==> src/rtl/core/ttt_pkg.sv <==
// ----------------------------------------------------------------------------
// ttt_pkg
// Shared widths and types for the trapezoid travel time core.
// ----------------------------------------------------------------------------
package ttt_pkg;

  localparam int unsigned SPEED_FRAC_BITS = 8;
  localparam int unsigned ACCEL_FRAC_BITS = 12;

  localparam int unsigned SPEED_W = 16;
  localparam int unsigned ACCEL_W = 16;
  localparam int unsigned DIST_W  = 20;
  localparam int unsigned TIME_W  = 24;

  // Dividend, divisor, radicand, root and speed-sum base widths.
  localparam int unsigned NUM_W  = 54;
  localparam int unsigned DEN_W  = 41;
  localparam int unsigned RAD_W  = 58;
  localparam int unsigned ROOT_W = 29;
  localparam int unsigned BASE_W = 29;
  localparam int unsigned REM_W  = ROOT_W + 1;
  localparam int unsigned SQ_W   = ROOT_W + 3;

  // Quotient bits: TIME_W result bits plus one overflow bit.
  localparam int unsigned QB_W   = TIME_W + 1;
  localparam int unsigned DCMP_W = DEN_W + TIME_W;

  localparam int unsigned CFG_IDX_W = 1;
  localparam logic [CFG_IDX_W-1:0] REG_MAX_SPEED = 1'b0;
  localparam logic [CFG_IDX_W-1:0] REG_ACCEL     = 1'b1;

  localparam logic [SPEED_W-1:0] MAX_SPEED_RST = 16'd10240;
  localparam logic [ACCEL_W-1:0] ACCEL_RST     = 16'd4096;
  localparam logic [TIME_W-1:0]  TIME_MAX      = '1;

  typedef struct packed {
    logic              zero;
    logic              trap;
    logic [NUM_W-1:0]  num;
    logic [DEN_W-1:0]  den;
    logic [BASE_W-1:0] base;
  } job_t;

  typedef struct packed {
    job_t              job;
    logic [ROOT_W-1:0] root;
  } qent_t;

endpackage

==> src/rtl/core/ttt_queue.sv <==
// ----------------------------------------------------------------------------
// ttt_queue
// Four-entry queue that decouples the classifier from the divider.
// ----------------------------------------------------------------------------
module ttt_queue (
  input  logic           clk,
  input  logic           rst_n,
  input  logic           push,
  input  ttt_pkg::qent_t push_ent,
  output logic           full,
  input  logic           pop,
  output logic           not_empty,
  output ttt_pkg::qent_t pop_ent
);
  import ttt_pkg::*;

  localparam int unsigned DEPTH = 4;
  localparam int unsigned PTR_W = $clog2(DEPTH);

  qent_t            mem_r [0:DEPTH-1];
  logic [PTR_W-1:0] wr_ptr_r, rd_ptr_r;
  logic [PTR_W:0]   count_r;

  assign full      = (count_r == (PTR_W+1)'(DEPTH));
  assign not_empty = (count_r != '0);
  assign pop_ent   = mem_r[rd_ptr_r];

  always_ff @(posedge clk) begin
    if (!rst_n) begin
      wr_ptr_r <= '0;
      rd_ptr_r <= '0;
      count_r  <= '0;
    end else begin
      if (push) wr_ptr_r <= wr_ptr_r + PTR_W'(1);
      if (pop)  rd_ptr_r <= rd_ptr_r + PTR_W'(1);
      if (push && !pop)      count_r <= count_r + (PTR_W+1)'(1);
      else if (!push && pop) count_r <= count_r - (PTR_W+1)'(1);
    end
  end

  always_ff @(posedge clk) begin
    if (push) mem_r[wr_ptr_r] <= push_ent;
  end

endmodule

==> config.mk <==
export PLATFORM = sky130hd
export DESIGN_NAME = ttt_queue
export DESIGN_NICKNAME = d
export VERILOG_FILES = /design/src/rtl/core/ttt_pkg.sv /design/src/rtl/core/ttt_queue.sv
export SDC_FILE = /design/constraint.sdc
export NUM_CORES = 1
export LEC_CHECK = 0
export BUFFER_PORTS_ARGS = -buffer_cell sky130_fd_sc_hd__buf_2
export CAP_MARGIN = 20
export CORE_ASPECT_RATIO = 1.25
export CORE_MARGIN = 4
export CORE_UTILIZATION = 46
export DETAILED_ROUTE_END_ITERATION = 7
export PLACE_DENSITY_LB_ADDON = 0.25
export SLEW_MARGIN = 20
export SYNTH_ARGS = -nofsm -noshare
export SYNTH_HDL_FRONTEND = slang
export SYNTH_SLANG_ARGS = --single-unit
==> constraint.sdc <==
create_clock -name clk -period 5.35 [get_ports clk]
set_clock_uncertainty 0.1 [all_clocks]
set_input_delay 1.07 -clock clk [delete_from_list [all_inputs] [get_ports clk]]
set_output_delay 1.07 -clock clk [all_outputs]
set_load 0.1 [all_outputs]
======== Yosys cells after proc, flatten, opt, wreduce, memory -nomap -nowiden ========
Memories as Yosys holds them, arrays and structs flattened. A register that Yosys moved wholly into a read port is not among the register bits.
Index checks and enable logic that the tools add are counted.
word-level totals
  bits in latches ......................... 0
  memory bits (read-only) ................. 0
  word-level logic and storage cells ...... 21
  input port bits ......................... 159
  output and inout bits ................... 157
  memory bits (writable) .................. 620
  memories ................................ 1
  register bits after elaboration ......... 7
cells by class
  bitwise operators ....................... 0
  magnitude comparators ................... 0
  divide/modulo/power cells ............... 0
  $add $sub $neg .......................... 4
  multiply operators ...................... 0
  equal/unequal tests ..................... 1
  multiplexer cells ....................... 6
  reductions and logical operators ........ 6
  shifts and indexed selects .............. 0
memory list
  memory  depth  width  rd ports  clocked after memory_dff  wr ports  line             RTL
  mem_r   4      155    1         1                         1         ttt_queue.sv:20  qent_t mem_r [0:DEPTH-1];
operators by type and width
  cell                 count
  $mux 3               2
  $add 2x1->2 const B  2
  $mux 2               2
  $add 3x1->3 const B  1
  $eq 3x3->1 const B   1
  $reduce_bool 3->1    1
  $sub 3x1->3 const B  1
  $logic_and 1x1->1    2
  $logic_not 1->1      2
  $mux 1               2
  $reduce_bool 2->1    1

======== Logic depth before layout (Yosys ltp) ========
Gate-level depths: netlist of the first run.
  word-level depth ........................ 4
  gate-level depth with buffers ........... 7
  depth with buffers taken out ............ 7

======== Least setup slack after synthesis of the first run ========
Ideal clock, no wire load.
  kind .................................... input to register
  start ................................... input push
  end ..................................... memory mem_r[0][0] (netlist bit), enable pin
  cell stages on the path ................. 1
  setup time .............................. 0.533 ns
  path slack .............................. 0.113 ns
  path buffers ............................ 0
  data required time ...................... 4.717 ns
  data arrival time ....................... 4.605 ns
  cells stage by stage .................... and2_1
between the ends
  longest elaborated chain between the ends .. 2
ends and longest elaborated chain
  what                          line             RTL
  start, declared               ttt_queue.sv:8   input logic push,
  $mux 1                        ttt_queue.sv:42  if (push) mem_r[wr_ptr_r] <= push_ent;
  $mux 1 (implied by the code)  ttt_queue.sv:42
  end, declared                 ttt_queue.sv:20
Every way passes these cells.

==> results.py, run 1 <==
metrics = {
    "layout": {
        "nNetsFinal": 1374,
        "drive_gt1_frac": 0.456,
        "mostFrequentLayoutCells": "edfxtp_1 (620), buf_2 (315), mux4_2 (155), clkbuf_16 (59), clkinv_1 (14)",
        "fillers": 3669,
        "syn_to_final_growth_pct": 18.9,
        "final_common_cell": "edfxtp_1",
        "stdcell_area_mm2": 0.0271,
    },
    "worst_setup_path": {
        "path_max_fanout": 39,
        "critPathKind": "reg -> out",
        "cp.required_ns": 4.18,
        "start_kind": "register",
        "arrival_ns": 2.87,
        "endpoint_kind": "primary output",
    },
    "floorplan": {
        "dieArea_mm2": 0.0532,
        "rows": 90,
        "ios": 316,
        "initial_core_util": 0.468,
        "core-area_mm2": 0.0486,
        "die_h_um": 257,
        "die_w_um": 207,
    },
    "timing": {
        "fmax_mhz": 248,
        "fin_crit_ns": 4.04,
        "fin_setup_tns_ns": 0,
        "hold_viol_final": 0,
        "slew_headroom": 0.335,
        "worst_pin_slew_ns": 0.998,
        "setup_viol_count_final": 0,
        "rsz0062_at_grt": "false",
        "slew_violations": 0,
        "min_period_over_period": 0.754,
    },
    "global_route": {
        "met1_usage": 0.221,
        "grt_use_total": 0.167,
        "grt_pass1_vias": 10700,
        "grt_pass1_wl_um": 67500,
        "met3_usage": 0.0520,
        "grt_max_degree": 95,
        "top_usage_layer": "met2",
        "overflow": 0,
        "antenna_found_initial": 11,
        "grtUsageMet2": 0.269,
    },
    "placement": {
        "placed_area_mm2": 0.0252,
        "port-buffer-count": 315,
        "dp.final_hpwl_um": 26700,
        "routabilityCongestion": 0.728,
    },
    "clocking": {
        "cts_setup_buffers": 0,
        "insertion_delay_ns": 0.59,
        "clock_sinks": 629,
        "clk_path_buf_depth": 3,
        "cts_tree": "yes",
        "hold_buffers": 0,
        "cts_root_buffer": "clkbuf_16",
        "clk_pin_slew_ns": 0.06,
        "cts_buffers": 58,
        "ctsResizeCount": 0,
        "htree_levels": 2,
    },
    "logic_synthesis": {
        "netlist_area_mm2": 0.0228,
        "syn-num-nets": 1017,
        "ys_seq_area_frac": 0.825,
        "syn_inst": 852,
        "synth_warnings": 0,
        "yosysUniqueCellTypes": 20,
        "avgSynthCellArea_um2": 26.7,
        "ys_seq_elements": 629,
    },
    "pwr": {
        "p_comb_frac": 0.190,
        "clkPwrFrac": 0.334,
        "power.total_mw": 12.0,
        "seqPwrFrac": 0.476,
        "p_sw_frac": 0.297,
        "switchingPower_mw": 3.57,
        "ir_drop_uv": 372,
        "p_int_mw": 8.47,
        "power_density_mw_per_mm2": 445,
        "leakagePower_nw": 9.02,
    },
    "hold_path": {
        "min_path_type": "reg -> reg",
    },
    "routing": {
        "wl_um": 44400,
        "ant_nets": 0,
        "wire_per_inst_um": 23.3,
        "drc": 0,
        "drt-pass1-iter-count": 4,
        "dr.first_iter.drc_count": 604,
        "via_per_inst": 5.28,
        "num_vias": 10000,
    },
    "flow_run": {
        "drv_cap": 0,
    },
    "outcome": {
        "status": "finished clean",
    },
}
==> layout make-up <==
cell class / count / area, um^2 / area share
clock inverter: 34 / 342 / 0.0126
multi-input combinational: 185 / 3750 / 0.139
sequential: 629 / 18800 / 0.694
timing repair buffer: 331 / 1830 / 0.0677
inverter: 4 / 15.0 / 0.000554
antenna: 5 / 12.5 / 0.000462
tap: 644 / 806 / 0.0298
clock buffer: 70 / 1520 / 0.0560
==> metrics by stage <==
stage	cells	worst slack (ns)	hold WS, ns	utilization
5_1_grt	1899	1.05	0.455	0.557
3_5_place_dp	1793	1.83	0.406	0.518
3_3_place_gp	1793	1.80	0.392	0.518
2_1_floorplan	852	0.113	0.367	-
4_1_cts	1897	1.16	0.416	0.557
6_report	1902	1.31	0.418	0.557
==> worst paths after layout <==
kind | start | endpoint | slack, ns | depth (start not counted)
setup / recovery | register | pop_ent[124] | 1.31 | 3
hold / removal | count_r[2] | count_r[2] | 0.42 | 2
setup reg to reg | wr_ptr_r[0] | mem_r[1][40] | 3.05 | 3
hold reg to reg | count_r[2] | count_r[2] | 0.42 | 2
==> layer usage <==
| layer | wire length [um] | share of wire |
|---|---|---|
| met3 | 3370 | 0.076 |
| met1 | 17500 | 0.39 |
| met2 | 22300 | 0.50 |
| met5 | 56 | 0.0013 |
| met4 | 1160 | 0.026 |
==> cells by family after synthesis <==
family          synth area share
mux                        0.154
simple gates             0.00406
compound gates          0.000549
buf+inv                   0.0106
fa+ha+maj                0.00362
flops                      0.825
xor+xnor                 0.00192
==> critical path, stage by stage (launching register included) <==
cell	delay [ns]
dfxtp_4	0.95
buf_12	0.38
mux4_2	0.59
buf_2	0.32
==> cells in the mapped netlist <==
cell type | number | area (um^2)
edfxtp_1 | 620 | 18600
clkbuf_1 | 2 | 7.51
mux4_2 | 155 | 3490
a21boi_0 | 1 | 7.51
or3_1 | 2 | 12.5
xnor2_1 | 2 | 17.5
buf_6 | 5 | 56.3
dfxtp_1 | 9 | 180
fa_1 | 1 | 20.0
inv_1 | 4 | 15.0
buf_4 | 11 | 82.6
nor2b_1 | 2 | 12.5
ha_1 | 5 | 62.6
xor2_1 | 3 | 26.3
mux2i_1 | 2 | 20.0
nor3b_1 | 1 | 7.51
o21ai_0 | 1 | 5.00
buf_2 | 16 | 80.1
and2_1 | 9 | 56.3
nand2_1 | 1 | 3.75
==> power by group through the flow <==
stage / clock (mW) / sequential, mW / combinational [mW]
global route: 4.36 / 5.75 / 2.37
detailed placement: 0 / 5.84 / 2.32
global placement: 0 / 5.83 / 2.32
CTS: 4.13 / 5.74 / 2.32
floorplan: 0 / 5.84 / 1.90
finish: 4.03 / 5.73 / 2.29
==> sequential cells by signal, summed over array words and instances (netlist names), named ones only <==
name,cells
rd_ptr_r,2
wr_ptr_r,2
count_r,3
mem_r,620
(Power assumes the default switching activity.)
==> run 2, diff against run 1 <==
==> constraint.sdc (replaced) <==
create_clock -name clk -period 4.17 [get_ports clk]
set_clock_uncertainty 0.1 [all_clocks]
set_input_delay 0.834 -clock clk [delete_from_list [all_inputs] [get_ports clk]]
set_output_delay 0.834 -clock clk [all_outputs]
set_load 0.1 [all_outputs]
==> results.py, run 2 (synthesis results as in run 1) <==
metrics = {
    "timing": {
        "min_period_over_period": 0.856,
        "fin_setup_tns_ns": 0,
        "setup_viol_count_final": 0,
        "fin_ws_ns": 0.601,
        "slew_headroom": 0.452,
        "slew_violations": 0,
        "hold_viol_final": 0,
        "fmax_mhz": 280,
        "fin_crit_ns": 3.57,
        "rsz0062_at_grt": "false",
        "worst_pin_slew_ns": 0.821,
    },
    "global_route": {
        "grtUsageMet2": 0.272,
        "met3_usage": 0.0494,
        "antenna_found_initial": 12,
        "grt_pass1_wl_um": 68400,
        "top_usage_layer": "met2",
        "grt_max_degree": 66,
        "overflow": 0,
        "grt_use_total": 0.167,
        "grt_pass1_vias": 11000,
        "met1_usage": 0.218,
    },
    "floorplan": {
        "die_h_um": 257,
        "ios": 316,
        "dieArea_mm2": 0.0532,
        "initial_core_util": 0.468,
        "die_w_um": 207,
        "core-area_mm2": 0.0486,
        "rows": 90,
    },
    "layout": {
        "largest_reg_flops": 620,
        "top_register": "mem_r",
        "mostFrequentLayoutCells": "edfxtp_1 (620), buf_2 (315), mux4_2 (155), clkbuf_16 (61), buf_4 (15)",
        "final_util": 0.559,
        "drive_gt1_frac": 0.461,
        "syn_to_final_growth_pct": 19.4,
        "final_common_cell": "edfxtp_1",
        "stdcell_area_mm2": 0.0272,
        "nNetsFinal": 1387,
        "reg_top3": "mem_r: 620 flops, count_r: 3 flops",
    },
    "worst_setup_path": {
        "arrival_ns": 2.64,
        "endpoint_kind": "primary output",
        "start_kind": "register",
        "critPathKind": "reg -> out",
        "path_max_fanout": 40,
        "cp.required_ns": 3.24,
    },
    "clocking": {
        "ctsResizeCount": 0,
        "cts_setup_buffers": 0,
        "hold_buffers": 0,
        "cts_root_buffer": "clkbuf_16",
        "htree_levels": 2,
        "clk_path_buf_depth": 3,
        "cts_tree": "yes",
        "cts_buffers": 59,
        "clk_pin_slew_ns": 0.07,
        "clock_sinks": 629,
        "insertion_delay_ns": 0.60,
    },
    "placement": {
        "dp.final_hpwl_um": 27300,
        "port-buffer-count": 315,
        "placed_area_mm2": 0.0253,
        "pre_cts_ws_ns": 1.16,
        "routabilityCongestion": 0.717,
    },
    "routing": {
        "num_vias": 10200,
        "dr.first_iter.drc_count": 579,
        "wl_um": 44300,
        "wire_per_inst_um": 23.1,
        "drc": 0,
        "ant_nets": 0,
        "via_per_inst": 5.29,
        "drt-pass1-iter-count": 4,
    },
    "pwr": {
        "ir_drop_uv": 515,
        "power.total_mw": 15.5,
        "leakagePower_nw": 9.09,
        "power_density_mw_per_mm2": 568,
    },
    "flow_run": {
        "drv_cap": 0,
    },
    "outcome": {
        "status": "finished clean",
    },
    "hold_path": {
        "min_path_type": "in -> reg",
    },
}
## run 2: cell count changes in the layout (fill, tap and decap cells not counted)
| cell | delta |
|---|---|
| clkbuf_1 | +3 |
| clkinv_4 | -1 |
| clkinv_2 | +2 |
| buf_12 | +2 |
| bufinv_16 | -2 |
| clkinvlp_4 | +1 |
| clkbuf_16 | +2 |
| buf_4 | +10 |
| diode_2 | +1 |
| clkinv_1 | -2 |
## run 2: area by class of cell
type	count	area (um^2)
inverters	4	15.0
clock buffers	75	1580
multi-input cells	185	3750
fillers	3663	21400
repair buffers	343	1950
flip-flops and latches	629	18800
well taps	644	806
diodes	6	15.0
clock inverters	32	283
## run 2: path summary, 6_finish.rpt
kind	slack, ns	to	cells past startpoint	startpoint
worst max-delay path	0.60	pop_ent[43]	3	register
worst min-delay path	0.34	mem_r[3][96]	1	push_ent[96]
worst max register to register	2.07	mem_r[1][57]	3	wr_ptr_r[0]
worst min register to register	0.42	count_r[2]	2	count_r[2]
## run 2: power breakdown
part / internal, mW / switching, mW / total (mW)
clock: 2.97 / 2.20 / 5.17
sequential: 7.26 / 0.0843 / 7.35
combinational: 0.610 / 2.34 / 2.95
total: 10.8 / 4.62 / 15.5
## run 2: stage by stage
| step | hold WS, ns | instances |
|---|---|---|
| 2_1_floorplan | 0.367 | 852 |
| 3_3_place_gp | 0.390 | 1805 |
| 3_5_place_dp | 0.417 | 1805 |
| 4_1_cts | 0.298 | 1912 |
| 5_1_grt | 0.321 | 1915 |
| 6_report | 0.339 | 1918 |
## run 2: critical path, cell delays in order (launching register included)
cell     delay [ns]
dfxtp_4        0.68
buf_12         0.36
mux4_2         0.59
buf_2          0.32
## run 2: per-layer routing
layer  part of all wire  wire (um)  up-vias
met4              0.027       1210       14
met5             0.0020         90        -
met1               0.40      17600     5324
li1                   -          -     4442
met2               0.50      22200      286
met3              0.071       3120       85
==> run 3, diff against run 2 <==
--- a/config.mk
+++ b/config.mk
@@ -6,12 +6,11 @@
 export NUM_CORES = 1
 export LEC_CHECK = 0
 export BUFFER_PORTS_ARGS = -buffer_cell sky130_fd_sc_hd__buf_2
-export CAP_MARGIN = 20
 export CORE_ASPECT_RATIO = 1.25
 export CORE_MARGIN = 4
 export CORE_UTILIZATION = 46
 export DETAILED_ROUTE_END_ITERATION = 7
-export PLACE_DENSITY_LB_ADDON = 0.25
+export PLACE_DENSITY = 0.66
 export SLEW_MARGIN = 20
 export SYNTH_ARGS = -nofsm -noshare
 export SYNTH_HDL_FRONTEND = slang
==> results.py, run 3 (synthesis results as in run 1) <==
metrics = {
    "worst_setup_path": {
        "crit_path_max_incr_delay_ns": 0.74,
        "r2r_cells": 4,
        "start_kind": "register",
        "crit_chain": "buf_4 > mux4_2 > buf_2",
        "critical_path.slowest_cell": "dfxtp_4",
        "arrival_ns": 2.63,
        "cp.required_ns": 3.24,
        "r2r-end": "mem_r[0][99]",
        "r2r-start": "wr_ptr_r[0]",
        "endpoint_kind": "primary output",
        "critPathKind": "reg -> out",
        "regToRegSetupSlack_ns": 2.09,
        "path_max_fanout": 27,
    },
    "global_route": {
        "grt_pass1_wl_um": 68900,
        "grt_use_total": 0.169,
        "top_usage_layer": "met2",
        "grtUsageMet2": 0.279,
        "antenna_found_initial": 8,
        "grt_max_degree": 70,
        "overflow": 0,
        "met3_usage": 0.0503,
        "grt_pass1_vias": 11000,
        "met1_usage": 0.222,
    },
    "timing": {
        "min_period_over_period": 0.854,
        "slew_violations": 0,
        "rsz0062_at_grt": "false",
        "fin_crit_ns": 3.56,
        "setup_viol_count_final": 0,
        "slew_headroom": 0.554,
        "worst_pin_slew_ns": 0.670,
        "hold_viol_final": 0,
        "fin_setup_tns_ns": 0,
        "whs_ns": 0.349,
        "fmax_mhz": 281,
    },
    "outcome": {
        "status": "finished clean",
    },
    "floorplan": {
        "rows": 90,
        "dieArea_mm2": 0.0532,
        "initial_core_util": 0.468,
        "die_h_um": 257,
        "ios": 316,
        "core-area_mm2": 0.0486,
        "die_w_um": 207,
    },
    "routing": {
        "drt-pass1-iter-count": 5,
        "drc": 0,
        "num_vias": 10200,
        "ant_nets": 0,
        "via_per_inst": 5.35,
        "dr.first_iter.drc_count": 655,
        "wl_um": 44700,
        "wire_per_inst_um": 23.4,
    },
    "clocking": {
        "clk_pin_slew_ns": 0.07,
        "htree_levels": 2,
        "clk_path_buf_depth": 3,
        "cts_buffers": 58,
        "hold_buffers": 0,
        "cts_setup_buffers": 0,
        "cts_root_buffer": "clkbuf_16",
        "insertion_delay_ns": 0.59,
        "ctsResizeCount": 0,
        "clock_sinks": 629,
        "cts_tree": "yes",
    },
    "pwr": {
        "power_density_mw_per_mm2": 562,
        "ir_drop_uv": 393,
        "leakagePower_nw": 9.06,
    },
    "hold_path": {
        "hold_end": "mem_r[3][32]",
        "min_path_type": "in -> reg",
        "hp-start": "push_ent[32]",
        "hold_path_depth": 1,
    },
    "layout": {
        "seq_area_mm2": 0.0188,
        "nNetsFinal": 1383,
        "syn_to_final_growth_pct": 19.0,
        "largest_reg_flops": 620,
        "multi_input_area_mm2": 0.00375,
        "top_register": "mem_r",
        "mostFrequentLayoutCells": "edfxtp_1 (620), buf_2 (315), mux4_2 (155), clkbuf_16 (59), clkinv_2 (16)",
        "drive_gt1_frac": 0.464,
        "final_common_cell": "edfxtp_1",
        "reg_top3": "mem_r: 620 flops, count_r: 3 flops",
        "fillers": 3649,
    },
    "placement": {
        "port-buffer-count": 315,
        "dp.final_hpwl_um": 27800,
        "routabilityCongestion": 0.736,
    },
    "flow_run": {
        "drv_cap": 0,
    },
}
## run 3: cell types whose count changed in the layout (fill, tap and decap cells not counted)
cell	before	now
clkbuf_1	14	7
clkinv_2	11	16
buf_4	15	11
bufinv_16	5	3
clkbuf_16	61	59
diode_2	6	8
buf_12	13	14
clkinv_4	0	1
clkinvlp_4	2	1
inv_6	2	3
inv_8	0	1
## run 3: where the power goes
group	switching, mW	internal (mW)	leakage (nW)
Clock	2.18	2.76	0.883
Sequential	0.0873	7.26	5.77
Combinational	2.34	0.610	2.40
## run 3: per-stage QoR
stage                     power, mW  setup WS (ns)  cells   util  cell area [um^2]
after CTS                      15.4          0.496   1905  0.557             27100
after global placement         10.5           1.15   1802  0.520             25300
after global routing           15.8          0.390   1908  0.557             27100
after floorplan                9.90          0.687    852      -             22800
after detailed placement       10.5           1.16   1802  0.520             25300
final                          15.2          0.611   1913  0.557             27100
## run 3: critical path: cells and delay by family, from the launching register on
kind | cells | cell delay, ns
buffers and inverters | 2 | 0.69
multiplexers | 1 | 0.57
flip-flops | 1 | 0.74
## run 3: metal layers
metal | vias to the layer above | routed length (um)
li1 | 4436 | -
met1 | 5409 | 17300
met2 | 308 | 23000
met3 | 77 | 3300
met4 | 6 | 1070
met5 | - | 41
## run 3: how the worst max path moves through the flow
stage,from,endpoint,cells past startpoint
floorplan,count_r[0],full,1
global placement,register,pop_ent[148],3
detailed placement,register,pop_ent[148],3
CTS,register,pop_ent[148],3
global route,register,pop_ent[148],3
finish,register,pop_ent[35],3
## run 3: area by class of cell
class                      count  area share
sequential                   629       0.694
multi-input combinational    185       0.138
timing repair buffer         340      0.0715
clock buffer                  66      0.0554
tap                          644      0.0297
clock inverter                37     0.00992
antenna                        8    0.000738
inverter                       4    0.000554
